### src/hdl/matrix4x4_multiply_defines.svh
// Assertion macros for the 4x4 matrix multiplier.
// Included by the top level; no other dependencies.
`ifndef MATRIX4X4_MULTIPLY_DEFINES_SVH
`define MATRIX4X4_MULTIPLY_DEFINES_SVH

`ifndef ASSERT_OFF
`define MM4_ASSERT_SAME(lbl, clk, rstn, ante, cons, msg) \
    lbl: assert property (@(posedge clk) disable iff (!(rstn)) (ante) |-> (cons)) \
        else $error(msg);
`define MM4_ASSERT_NEXT(lbl, clk, rstn, ante, cons, msg) \
    lbl: assert property (@(posedge clk) disable iff (!(rstn)) (ante) |=> (cons)) \
        else $error(msg);
`else
`define MM4_ASSERT_SAME(lbl, clk, rstn, ante, cons, msg)
`define MM4_ASSERT_NEXT(lbl, clk, rstn, ante, cons, msg)
`endif

`endif

### src/hdl/mm4_pkg.sv
// Shared types and constants for the 4x4 matrix multiplier.
// No dependencies; used by every module of the block.
package mm4_pkg;

    localparam int unsigned IDX_W  = 4;
    localparam int unsigned TERM_W = 2;

    localparam logic [IDX_W-1:0]  LAST_IDX  = 4'hF;
    localparam logic [TERM_W-1:0] LAST_TERM = 2'd3;
    localparam logic [TERM_W-1:0] FIRST_TERM = 2'd0;

    typedef enum logic [1:0] {
        S_LOAD,
        S_ISSUE,
        S_WAIT,
        S_PUSH
    } t_state;

    // Control that travels alongside a store read into the MAC pipeline.
    typedef struct packed {
        logic valid;
        logic first;
        logic last;
    } t_mac_ctrl;

endpackage

### src/hdl/matrix4x4_multiply.sv
// Top level of the 4x4 fixed-point matrix multiplier, out = a * b.
// Depends on mm4_pkg, mm4_store, mm4_mac, mm4_seq and the defines header.
//
//  Channel   Dir  Handshake                          Contents
//  s_axis    in   i_s_axis_tvalid / o_s_axis_tready  a_value, b_value
//  m_axis    out  o_m_axis_tvalid / i_m_axis_tready  out_value, out_index, tlast
//
// Loading accepts one transaction per cycle for the sixteen element pairs.
// After the sixteenth, the single shared multiply-accumulate forms the 64
// products; for each result element the sequencer issues four store reads,
// which pass through the read, multiply and accumulate registers, and then
// waits for the accumulation to finish before pushing the result.
// The input is not ready during that phase. A stalled output holds the
// sequencer before the next element. Reset is synchronous and active low
// and clears the sequencer and the valid flags; store contents are not reset.
`include "matrix4x4_multiply_defines.svh"

module matrix4x4_multiply #(
    parameter int unsigned DATA_WIDTH = 32,
    parameter int unsigned FRAC_BITS  = 16
) (
    input  logic i_clk,
    input  logic i_rst_n,
    // Input transactions: tdata holds a_value from bit 0, then b_value.
    input  logic                                        i_s_axis_tvalid,
    output logic                                        o_s_axis_tready,
    input  logic [((2*DATA_WIDTH+7)/8)*8-1:0]           i_s_axis_tdata,
    // Output transactions: tdata holds out_value from bit 0, then out_index.
    output logic                                        o_m_axis_tvalid,
    input  logic                                        i_m_axis_tready,
    output logic [((DATA_WIDTH+mm4_pkg::IDX_W+7)/8)*8-1:0] o_m_axis_tdata,
    output logic                                        o_m_axis_tlast
);

    localparam int unsigned OUT_TDATA_W = ((DATA_WIDTH + mm4_pkg::IDX_W + 7) / 8) * 8;

    logic                       w_in_ready;
    logic                       w_wr_en;
    logic [mm4_pkg::IDX_W-1:0]  w_wr_addr;
    logic [mm4_pkg::IDX_W-1:0]  w_rd_addr_a;
    logic [mm4_pkg::IDX_W-1:0]  w_rd_addr_b;
    mm4_pkg::t_mac_ctrl         w_ctrl;
    logic                       w_push;
    logic [mm4_pkg::IDX_W-1:0]  w_elem;
    logic [DATA_WIDTH-1:0]      w_rd_a;
    logic [DATA_WIDTH-1:0]      w_rd_b;
    logic                       w_mac_done;
    logic [DATA_WIDTH-1:0]      w_result;
    logic                       w_out_free;

    logic                       r_out_valid;
    logic [DATA_WIDTH-1:0]      r_out_value;
    logic [mm4_pkg::IDX_W-1:0]  r_out_index;

    // The output slot is free when empty or when its transaction completes now.
    assign w_out_free = !r_out_valid || i_m_axis_tready;

    mm4_seq u_seq (
        .i_clk       (i_clk),
        .i_rst_n     (i_rst_n),
        .i_in_valid  (i_s_axis_tvalid),
        .i_mac_done  (w_mac_done),
        .i_out_free  (w_out_free),
        .o_in_ready  (w_in_ready),
        .o_wr_en     (w_wr_en),
        .o_wr_addr   (w_wr_addr),
        .o_rd_addr_a (w_rd_addr_a),
        .o_rd_addr_b (w_rd_addr_b),
        .o_ctrl      (w_ctrl),
        .o_push      (w_push),
        .o_elem      (w_elem)
    );

    mm4_store #(.DATA_WIDTH(DATA_WIDTH)) u_left_store (
        .i_clk     (i_clk),
        .i_wr_en   (w_wr_en),
        .i_wr_addr (w_wr_addr),
        .i_wr_data (i_s_axis_tdata[DATA_WIDTH-1:0]),
        .i_rd_en   (w_ctrl.valid),
        .i_rd_addr (w_rd_addr_a),
        .o_rd_data (w_rd_a)
    );

    mm4_store #(.DATA_WIDTH(DATA_WIDTH)) u_right_store (
        .i_clk     (i_clk),
        .i_wr_en   (w_wr_en),
        .i_wr_addr (w_wr_addr),
        .i_wr_data (i_s_axis_tdata[2*DATA_WIDTH-1:DATA_WIDTH]),
        .i_rd_en   (w_ctrl.valid),
        .i_rd_addr (w_rd_addr_b),
        .o_rd_data (w_rd_b)
    );

    mm4_mac #(.DATA_WIDTH(DATA_WIDTH), .FRAC_BITS(FRAC_BITS)) u_mac (
        .i_clk    (i_clk),
        .i_rst_n  (i_rst_n),
        .i_ctrl   (w_ctrl),
        .i_a      (w_rd_a),
        .i_b      (w_rd_b),
        .o_done   (w_mac_done),
        .o_result (w_result)
    );

    // Output register: the accumulator holds its result until it is pushed.
    always_ff @(posedge i_clk) begin
        if (!i_rst_n) begin
            r_out_valid <= 1'b0;
        end else if (w_push) begin
            r_out_valid <= 1'b1;
        end else if (i_m_axis_tready) begin
            r_out_valid <= 1'b0;
        end
    end

    always_ff @(posedge i_clk) begin
        if (w_push) begin
            r_out_value <= w_result;
            r_out_index <= w_elem;
        end
    end

    assign o_s_axis_tready = w_in_ready;
    assign o_m_axis_tvalid = r_out_valid;
    assign o_m_axis_tdata  = OUT_TDATA_W'({r_out_index, r_out_value});
    assign o_m_axis_tlast  = (r_out_index == mm4_pkg::LAST_IDX);

    // A result is only pushed into a free output slot.
    `MM4_ASSERT_SAME(a_push_free, i_clk, i_rst_n, w_push, w_out_free, "push into busy output")
    // Loading and product reads never overlap.
    `MM4_ASSERT_SAME(a_load_excl, i_clk, i_rst_n, o_s_axis_tready, !w_ctrl.valid, "load during compute")
    // After the last result is pushed the block is back to loading.
    `MM4_ASSERT_NEXT(a_last_load, i_clk, i_rst_n, w_push && (w_elem == mm4_pkg::LAST_IDX), o_s_axis_tready, "no return to load")

endmodule

### src/hdl/mm4_store.sv
// One 16-entry element store with a write port and a registered read port.
// Depends on mm4_pkg for the index width.
module mm4_store #(
    parameter int unsigned DATA_WIDTH = 32
) (
    input  logic                        i_clk,
    input  logic                        i_wr_en,
    input  logic [mm4_pkg::IDX_W-1:0]   i_wr_addr,
    input  logic [DATA_WIDTH-1:0]       i_wr_data,
    input  logic                        i_rd_en,
    input  logic [mm4_pkg::IDX_W-1:0]   i_rd_addr,
    output logic [DATA_WIDTH-1:0]       o_rd_data
);

    logic [DATA_WIDTH-1:0] r_mem [0:(1 << mm4_pkg::IDX_W)-1];
    logic [DATA_WIDTH-1:0] r_rd_data;

    always_ff @(posedge i_clk) begin
        if (i_wr_en) begin
            r_mem[i_wr_addr] <= i_wr_data;
        end
        if (i_rd_en) begin
            r_rd_data <= r_mem[i_rd_addr];
        end
    end

    assign o_rd_data = r_rd_data;

endmodule

### src/hdl/mm4_mac.sv
// Shared multiply-accumulate unit with shift and saturation of the sum.
// Depends on mm4_pkg for the control struct.
module mm4_mac #(
    parameter int unsigned DATA_WIDTH = 32,
    parameter int unsigned FRAC_BITS  = 16
) (
    input  logic                    i_clk,
    input  logic                    i_rst_n,
    input  mm4_pkg::t_mac_ctrl      i_ctrl,
    input  logic [DATA_WIDTH-1:0]   i_a,
    input  logic [DATA_WIDTH-1:0]   i_b,
    output logic                    o_done,
    output logic [DATA_WIDTH-1:0]   o_result
);

    localparam int unsigned PROD_W = 2 * DATA_WIDTH;
    localparam int unsigned ACC_W  = PROD_W + 2;

    mm4_pkg::t_mac_ctrl         r_ctrl1;
    mm4_pkg::t_mac_ctrl         r_ctrl2;
    logic signed [PROD_W-1:0]   r_prod;
    logic signed [ACC_W-1:0]    r_acc;
    logic                       r_done;

    logic signed [DATA_WIDTH-1:0] w_a;
    logic signed [DATA_WIDTH-1:0] w_b;
    logic signed [PROD_W-1:0]     n_prod;
    logic signed [ACC_W-1:0]      w_prod_ext;
    logic signed [ACC_W-1:0]      w_shifted;
    logic                         w_fits;
    logic [DATA_WIDTH-1:0]        w_max;
    logic [DATA_WIDTH-1:0]        w_min;

    assign w_a        = signed'(i_a);
    assign w_b        = signed'(i_b);
    assign n_prod     = w_a * w_b;
    assign w_prod_ext = {{2{r_prod[PROD_W-1]}}, r_prod};

    // The control word is registered in step with the store read, then with the product.
    always_ff @(posedge i_clk) begin
        if (!i_rst_n) begin
            r_ctrl1 <= '0;
            r_ctrl2 <= '0;
            r_done  <= 1'b0;
        end else begin
            r_ctrl1 <= i_ctrl;
            r_ctrl2 <= r_ctrl1;
            if (r_ctrl2.valid) begin
                r_done <= r_ctrl2.last;
            end
        end
    end

    always_ff @(posedge i_clk) begin
        if (r_ctrl1.valid) begin
            r_prod <= n_prod;
        end
        if (r_ctrl2.valid) begin
            r_acc <= r_ctrl2.first ? w_prod_ext : (r_acc + w_prod_ext);
        end
    end

    // Arithmetic shift truncates towards minus infinity, then clamp.
    assign w_shifted = r_acc >>> FRAC_BITS;
    assign w_fits    = (&w_shifted[ACC_W-1:DATA_WIDTH-1]) ||
                       (~|w_shifted[ACC_W-1:DATA_WIDTH-1]);
    assign w_max     = {1'b0, {(DATA_WIDTH-1){1'b1}}};
    assign w_min     = {1'b1, {(DATA_WIDTH-1){1'b0}}};
    assign o_result  = w_fits ? w_shifted[DATA_WIDTH-1:0]
                              : (w_shifted[ACC_W-1] ? w_min : w_max);
    assign o_done    = r_done;

endmodule

### src/hdl/mm4_seq.sv
// Sequencer: loads the element stores, then walks the 64 products.
// Depends on mm4_pkg for the state type, control struct and constants.
module mm4_seq (
    input  logic                        i_clk,
    input  logic                        i_rst_n,
    input  logic                        i_in_valid,
    input  logic                        i_mac_done,
    input  logic                        i_out_free,
    output logic                        o_in_ready,
    output logic                        o_wr_en,
    output logic [mm4_pkg::IDX_W-1:0]   o_wr_addr,
    output logic [mm4_pkg::IDX_W-1:0]   o_rd_addr_a,
    output logic [mm4_pkg::IDX_W-1:0]   o_rd_addr_b,
    output mm4_pkg::t_mac_ctrl          o_ctrl,
    output logic                        o_push,
    output logic [mm4_pkg::IDX_W-1:0]   o_elem
);

    mm4_pkg::t_state               r_state, n_state;
    logic [mm4_pkg::IDX_W-1:0]     r_load_cnt, n_load_cnt;
    logic [mm4_pkg::IDX_W-1:0]     r_elem, n_elem;
    logic [mm4_pkg::TERM_W-1:0]    r_term, n_term;

    always_ff @(posedge i_clk) begin
        if (!i_rst_n) begin
            r_state    <= mm4_pkg::S_LOAD;
            r_load_cnt <= '0;
            r_elem     <= '0;
            r_term     <= '0;
        end else begin
            r_state    <= n_state;
            r_load_cnt <= n_load_cnt;
            r_elem     <= n_elem;
            r_term     <= n_term;
        end
    end

    always_comb begin
        n_state    = r_state;
        n_load_cnt = r_load_cnt;
        n_elem     = r_elem;
        n_term     = r_term;
        o_in_ready = 1'b0;
        o_wr_en    = 1'b0;
        o_ctrl     = '0;
        o_push     = 1'b0;
        unique case (r_state)
            mm4_pkg::S_LOAD: begin
                o_in_ready = 1'b1;
                if (i_in_valid) begin
                    o_wr_en    = 1'b1;
                    n_load_cnt = r_load_cnt + 1'b1;
                    if (r_load_cnt == mm4_pkg::LAST_IDX) begin
                        n_state = mm4_pkg::S_ISSUE;
                        n_elem  = '0;
                        n_term  = mm4_pkg::FIRST_TERM;
                    end
                end
            end
            mm4_pkg::S_ISSUE: begin
                o_ctrl.valid = 1'b1;
                o_ctrl.first = (r_term == mm4_pkg::FIRST_TERM);
                o_ctrl.last  = (r_term == mm4_pkg::LAST_TERM);
                n_term       = r_term + 1'b1;
                if (r_term == mm4_pkg::LAST_TERM) begin
                    n_state = mm4_pkg::S_WAIT;
                end
            end
            mm4_pkg::S_WAIT: begin
                if (i_mac_done) begin
                    n_state = mm4_pkg::S_PUSH;
                end
            end
            mm4_pkg::S_PUSH: begin
                if (i_out_free) begin
                    o_push = 1'b1;
                    n_elem = r_elem + 1'b1;
                    if (r_elem == mm4_pkg::LAST_IDX) begin
                        n_state = mm4_pkg::S_LOAD;
                    end else begin
                        n_state = mm4_pkg::S_ISSUE;
                    end
                end
            end
            default: begin
                n_state = mm4_pkg::S_LOAD;
            end
        endcase
    end

    // Column-major: a[row][k] sits at {k,row}, b[k][col] at {col,k}.
    assign o_wr_addr   = r_load_cnt;
    assign o_rd_addr_a = {r_term, r_elem[1:0]};
    assign o_rd_addr_b = {r_elem[3:2], r_term};
    assign o_elem      = r_elem;

endmodule

### config.mk
export PLATFORM = sky130hd
export DESIGN_NAME = matrix4x4_multiply
export DESIGN_NICKNAME = d
export VERILOG_FILES = /design/src/hdl/mm4_pkg.sv /design/src/hdl/matrix4x4_multiply.sv /design/src/hdl/mm4_store.sv /design/src/hdl/mm4_mac.sv /design/src/hdl/mm4_seq.sv
export VERILOG_INCLUDE_DIRS = /design/src /design/src/hdl
export SDC_FILE = /design/constraint.sdc
export NUM_CORES = 2
export LEC_CHECK = 0
export ABC_AREA = 1
export BUFFER_PORTS_ARGS = -buffer_cell sky130_fd_sc_hd__buf_2
export CAP_MARGIN = 10
export CORE_MARGIN = 2
export CORE_UTILIZATION = 42
export DETAILED_ROUTE_END_ITERATION = 8
export PLACE_DENSITY = 0.61
export SLEW_MARGIN = 20
export SYNTH_ARGS = -nofsm -noshare
export SYNTH_HDL_FRONTEND = slang
export SYNTH_SLANG_ARGS = --single-unit
### constraint.sdc
create_clock -name i_clk -period 9.1 [get_ports i_clk]
set_input_delay 0 -clock i_clk [delete_from_list [all_inputs] [get_ports i_clk]]
set_output_delay 0 -clock i_clk [all_outputs]
set_load 0.02 [all_outputs]
**Word level (Yosys, flattened, before mapping)**

Memory sizes are Yosys's and may differ from the RTL's. A register that Yosys moved wholly into a read port is not among the register bits.
Index checks and enable logic that the tools add are counted.

- Output and inout port bits: 43
- Flip-flop bits (word level): 186
- Logic and storage cells: 78
- Memories kept: 2
- Input bits: 68
- Memory bits (writable): 1024

- Multiplexer cells: 27
- Eq/ne operators: 12
- Reductions and logical operators: 16
- Add/sub/neg operators: 4
- Multiply operators: 1

Memory list:

| memory | words | bits a word | read ports | clocked after memory_dff | wr ports | line | source |
|---|---|---|---|---|---|---|---|
| u_left_store.r_mem | 16 | 32 | 1 | 1 | 1 | mm4_store.sv:15 | `logic [DATA_WIDTH-1:0] r_mem [0:(1 << mm4_pkg::IDX_W)-1];` |
| u_right_store.r_mem | 16 | 32 | 1 | 1 | 1 | mm4_store.sv:15 |  |

Operators by type and width:

| kind | count |
|---|---|
| adder 66 x 64 -> 66 bit | 1 |
| 2-to-1 mux 66 bit | 1 |
| multiplier 32 x 32 -> 64 bit | 1 |
| 2-to-1 mux 32 bit | 2 |
| AND reduction 19 bit | 1 |
| OR reduction 19 bit | 1 |
| 2-to-1 mux 2 bit | 7 |
| equality test 4 bit (second input constant) | 3 |
| 2-to-1 mux 4 bit | 3 |
| 2-to-1 mux 1 bit | 10 |
| adder 4 x 1 -> 4 bit (second input constant) | 2 |
| inequality test 2 x 1 -> 1 bit (second input constant) | 4 |
| one-hot mux 2 bit (4 select lines) | 1 |
| one-hot mux 4 bit (2 select lines) | 1 |
| equality test 2 bit (second input constant) | 3 |
| nonzero test 2 bit | 3 |
| AND reduction 5 bit | 1 |
| zero test 2 bit | 2 |
| one-hot mux 2 bit (2 select lines) | 1 |
| AND reduction 2 bit | 2 |
| AND reduction 4 bit | 1 |
| 2-to-1 mux 3 bit | 1 |
| AND reduction 3 bit | 1 |
| adder 2 x 1 -> 2 bit (second input constant) | 1 |
| 4 further kinds | 6 |

**Longest topological paths before layout**

- Depth after elaboration: 5
- Depth in mapped cells: 31
- Mapped depth without buffers: 30

**Modules after synthesis**

Synthesis repeated with hierarchy kept, for this count alone.

- Cells, all modules: 10724
- Area total of the unflattened synthesis: 96812.9 µm²

By module, submodules not included:

| module | instances | area each (µm²) | sequential area each (µm²) | cells an instance |
|---|---|---|---|---|
| mm4_mac | 1 | 48660.4 | 4043.9 | 6304 |
| mm4_store (u_left_store) | 1 | 23064.6 | 16335.7 | 2120 |
| mm4_store (u_right_store) | 1 | 23050.9 | 16335.7 | 2120 |
| matrix4x4_multiply | 1 | 1172.4 | 1101.1 | 50 |
| mm4_seq | 1 | 864.6 | 240.2 | 130 |

**Worst setup path after synthesis**

OpenSTA, ideal clock, no wires.

- Kind: register to register
- From: register u_left_store.r_rd_data[31], in the netlist u_left_store.o_rd_data[31] (read register of u_left_store.r_mem)
- To: register u_mac.r_prod[63], data pin
- Setup time: 252 ps
- Setup slack: 1908 ps
- Data required time: 8848 ps
- Period minus slack after synthesis: 7192 ps
- Path buffers: 1
- Arrival time: 6940 ps
- Cell stages (with the launch flop): 24
- Cell sequence: edfxtp_1 clkbuf_1 nand2_1 fa_1 fa_1 inv_1 fa_1 inv_1 fa_1 inv_1 fa_1 inv_1 fa_1 fa_1 inv_1 fa_1 ha_1 nand2_1 nor3_1 nand2_1 nor4_1 a21oi_1 nand2_1 nand2_1

- Cells in the longest elaborated chain, start to end: 1

Ends and longest elaborated chain:

| element | line | source |
|---|---|---|
| from (decl) | mm4_store.sv:16 | `logic [DATA_WIDTH-1:0] r_rd_data;` |
| multiplier 32 x 32 -> 64 bit | mm4_mac.sv:36 | `assign n_prod = w_a * w_b;` |
| named net u_mac.n_prod[63] | mm4_mac.sv:27 | `logic signed [PROD_W-1:0] n_prod;` |
| to (signal assigned) | mm4_mac.sv:56 | `r_prod <= n_prod;` |
| to (decl) | mm4_mac.sv:21 | `logic signed [PROD_W-1:0] r_prod;` |

The timed path passes the listed nets, and every way through them passes these cells.
A chain may end at the register's enable or synchronous reset.

**Final worst setup path**

- From: register u_left_store.r_rd_data[8], in the netlist u_left_store.o_rd_data[8] (read register of u_left_store.r_mem)
- To: register u_mac.r_prod[38], data pin

The elaborated chain is that of the path after synthesis.

==> results.sh <==
export IMPL_cts_buffer_depth=3
export IMPL_finClkSkew_ns=0.0797
export IMPL_antenna_found_initial=20
export IMPL_worst_pin_slew_ns=1.15
export IMPL_grt_pass1_vias=67300
export IMPL_die_h_um=470
export IMPL_synth_main_ff_cell="edfxtp_1"
export IMPL_synthArstFlopShare_pct=0
export IMPL_via_per_inst=5.28
export IMPL_dp_hpwl_um=183000
export IMPL_yosysUniqueCellTypes=51
export IMPL_rsz0062_at_grt="false"
export IMPL_ys_warn_count=0
export IMPL_drt_pre_antenna_iters=6
export IMPL_drt_iter0_markers=5711
export IMPL_synth_edf_count=1254
export IMPL_max_freq_mhz=123
export IMPL_cap_violations=0
export IMPL_seq_area_um2=38100
export IMPL_nets=10700
export IMPL_cp_end_kind="flop"
export IMPL_synth_top_area_share_pct=41.3
export IMPL_io_pins=111
export IMPL_post_route_period_util_pct=89.1
export IMPL_postRouteWirelength_um=262000
export IMPL_drive_gt1_share_pct=5.97
export IMPL_tns_ns=0
export IMPL_fin_crit_ns=8.11
export IMPL_clk_pin_slew_ns=0.06
export IMPL_io_buffers=106
export IMPL_multi_input_comb_area_um2=44800
export IMPL_synth_seq_cells=1274
export IMPL_hp_class="input pin to flop"
export IMPL_drc=0
export IMPL_area_growth_pct=10.4
export IMPL_synthTopCellsByArea="edfxtp_1, fa_1, inv_1, nand2_1, o21ai_0"
export IMPL_grt_total_usage_pct=23.8
export IMPL_cts_root_buf="clkbuf_16"
export IMPL_setup_viol=0
export IMPL_cp_max_fo=14
export IMPL_slew_headroom_pct=23.4
export IMPL_cts_htree_levels=4
export IMPL_start_kind="flop"
export IMPL_insertion_delay_ns=0.85
export IMPL_cts_repair_resized=0
export IMPL_grt_pass1_wl_um=404000
export IMPL_vias=64600
export IMPL_syn_area_per_cell_um2=9.93
export IMPL_grt_use_met3_pct=3.69
export IMPL_place_ws_ns=1.01
export IMPL_syn_inst=9196
export IMPL_gp_congestion=0.940
export IMPL_ant_nets=0
export IMPL_syn_cell_area_um2=91300
export IMPL_yosys_area_top_type="edfxtp_1"
export IMPL_initial_core_util_pct=42.2
export IMPL_grtUsageMet1_pct=31.5
export IMPL_row_count=171
export IMPL_cts_buffers=141
export IMPL_cp_arrival_ns=8.64
export IMPL_crit_required_ns=9.64
export IMPL_synth_commonest_cells="inv_1, nand2_1, edfxtp_1"
export IMPL_wire_per_inst_um=21.4
export IMPL_cts_sinks=1274
export IMPL_dieArea_um2=221000
export IMPL_cts_tree="yes"
export IMPL_fill_cells=20100
export IMPL_grt_max_degree=167
export IMPL_grt_busiest_layer="met2"
export IMPL_critPathKind="flop to flop"
export IMPL_status="finished clean"
export IMPL_finalHoldViolCount=0
export IMPL_slew_viol_final=0
export IMPL_dieWidth_um=470
export IMPL_grt_util_met2_pct=40.4
export IMPL_overflow=0
export IMPL_core_area_um2=217000
export IMPL_setup_ws_ns=0.995
export IMPL_post_cts_setup_buffers=0
export IMPL_yosysSeqAreaShare_pct=41.7
==> per-layer routing <==
layer  share of wire [%]  vias to the layer above  routed length, um
li1                    -                    29300                  -
met1                  42                    32600             109000
met2                  49                     2216             128000
met3                 6.5                      472              16900
met4                 3.0                       24               7860
met5               0.051                        -                135
==> cell type report <==
| class | count | area share [%] |
|---|---|---|
| Antenna cell | 7 | 0.0174 |
| Clock buffer | 168 | 3.61 |
| Clock inverter | 90 | 1.15 |
| Inverter | 1832 | 6.84 |
| Multi-Input combinational cell | 5668 | 44.5 |
| Sequential cell | 1274 | 37.8 |
| Tap cell | 2854 | 3.54 |
| Timing Repair Buffer | 339 | 2.53 |
==> flip-flops by register name, summed over array words and instances (netlist names), 3 cells and up <==
name                     flops
u_mac.r_prod                64
u_left_store.o_rd_data      32
u_seq.o_wr_addr              4
u_right_store.r_mem        512
u_mac.r_ctrl2                3
u_left_store.r_mem         512
u_right_store.o_rd_data     32
r_out_index                  4
u_seq.o_elem                 4
r_out_value                 32
u_mac.r_acc                 66
u_mac.r_ctrl1                3
==> final timing paths <==
path / end / slack [ns] / start / cells after the start
max: u_mac.r_prod[38]$_DFFE_PP_ / 0.99 / u_left_store.o_rd_data[8]$_DFFE_PP_ / 24
min reg2reg: u_mac.o_done$_SDFFE_PN0P_ / 0.38 / u_mac.r_ctrl2[0]$_SDFF_PN0_ / 2
min: u_right_store.r_mem[14][13]$_DFFE_PP_ / 0.07 / i_s_axis_tdata[45] / 2
max reg2reg: u_mac.r_prod[38]$_DFFE_PP_ / 0.99 / u_left_store.o_rd_data[8]$_DFFE_PP_ / 24
==> worst max-delay path, stage by stage (launching register included) <==
cell and delay (ns):
edfxtp_1 1.01, buf_4 0.34, buf_4 0.21, nand2_1 0.09, fa_1 0.51, inv_1 0.06, fa_1 0.43, fa_1 0.49
inv_1 0.06, fa_1 0.48, inv_1 0.05, fa_1 0.49, fa_1 0.47, fa_1 0.42, fa_1 0.57, ha_1 0.40
a21oi_1 0.23, o21ai_0 0.17, a21oi_1 0.45, nor2_1 0.11, nor2_1 0.11, nand2_1 0.24, nand2_1 0.14, nand2_1 0.07
xor2_1 0.17
==> cells in the final DEF (no fill, tap or decap), drive strengths merged, types with 24 or more instances in the layout <==
| cell | n |
|---|---|
| nor3 | 27 |
| edfxtp | 1254 |
| o22ai | 122 |
| nand4 | 25 |
| nor2 | 856 |
| o21bai | 24 |
| inv | 1833 |
| dlygate4sd3 | 68 |
| xor2 | 45 |
| clkinv | 70 |
| xnor2 | 29 |
| nand3 | 208 |
| fa | 1083 |
| a21oi | 190 |
| clkbuf | 168 |
| buf | 271 |
| o211ai | 63 |
| o21ai | 670 |
| ha | 260 |
| nand2 | 1829 |
| o221ai | 134 |
==> per-stage QoR <==
step / std cells / area [um^2] / hold slack [ns] / util, %
floorplan: 9199 / 91300 / 0.0989 / -
global placement: 11900 / 95200 / 0.320 / 44.0
detailed placement: 11900 / 95200 / 0.328 / 44.0
CTS: 12200 / 101000 / 0.0187 / 46.5
global route: 12200 / 101000 / 0.0693 / 46.5
finish: 12200 / 101000 / 0.0709 / 46.5
==> logic make-up (layout without fill, tap and decap cells) <==
family / Yosys count / count (layout) / share of synthesized area [%]
xor+xnor: 74 / 74 / 0.710
fa+ha+maj: 1343 / 1343 / 27.3
buf+inv: 2257 / 2429 / 9.36
compound gates: 1241 / 1241 / 7.88
simple gates: 3006 / 3006 / 13.0
other cells: 1 / 11 / 0.00411
flops: 1274 / 1274 / 41.7
==> timing repair <==
item | in CTS | in global routing
hold endpoints to repair | 1044 | 0
endpoints found under the setup margin | 0 | 0
hold buffers | 68 | 0
Power is not shown: default switching activity piles up to over one toggle a cycle in this logic, so the estimate is an artifact.
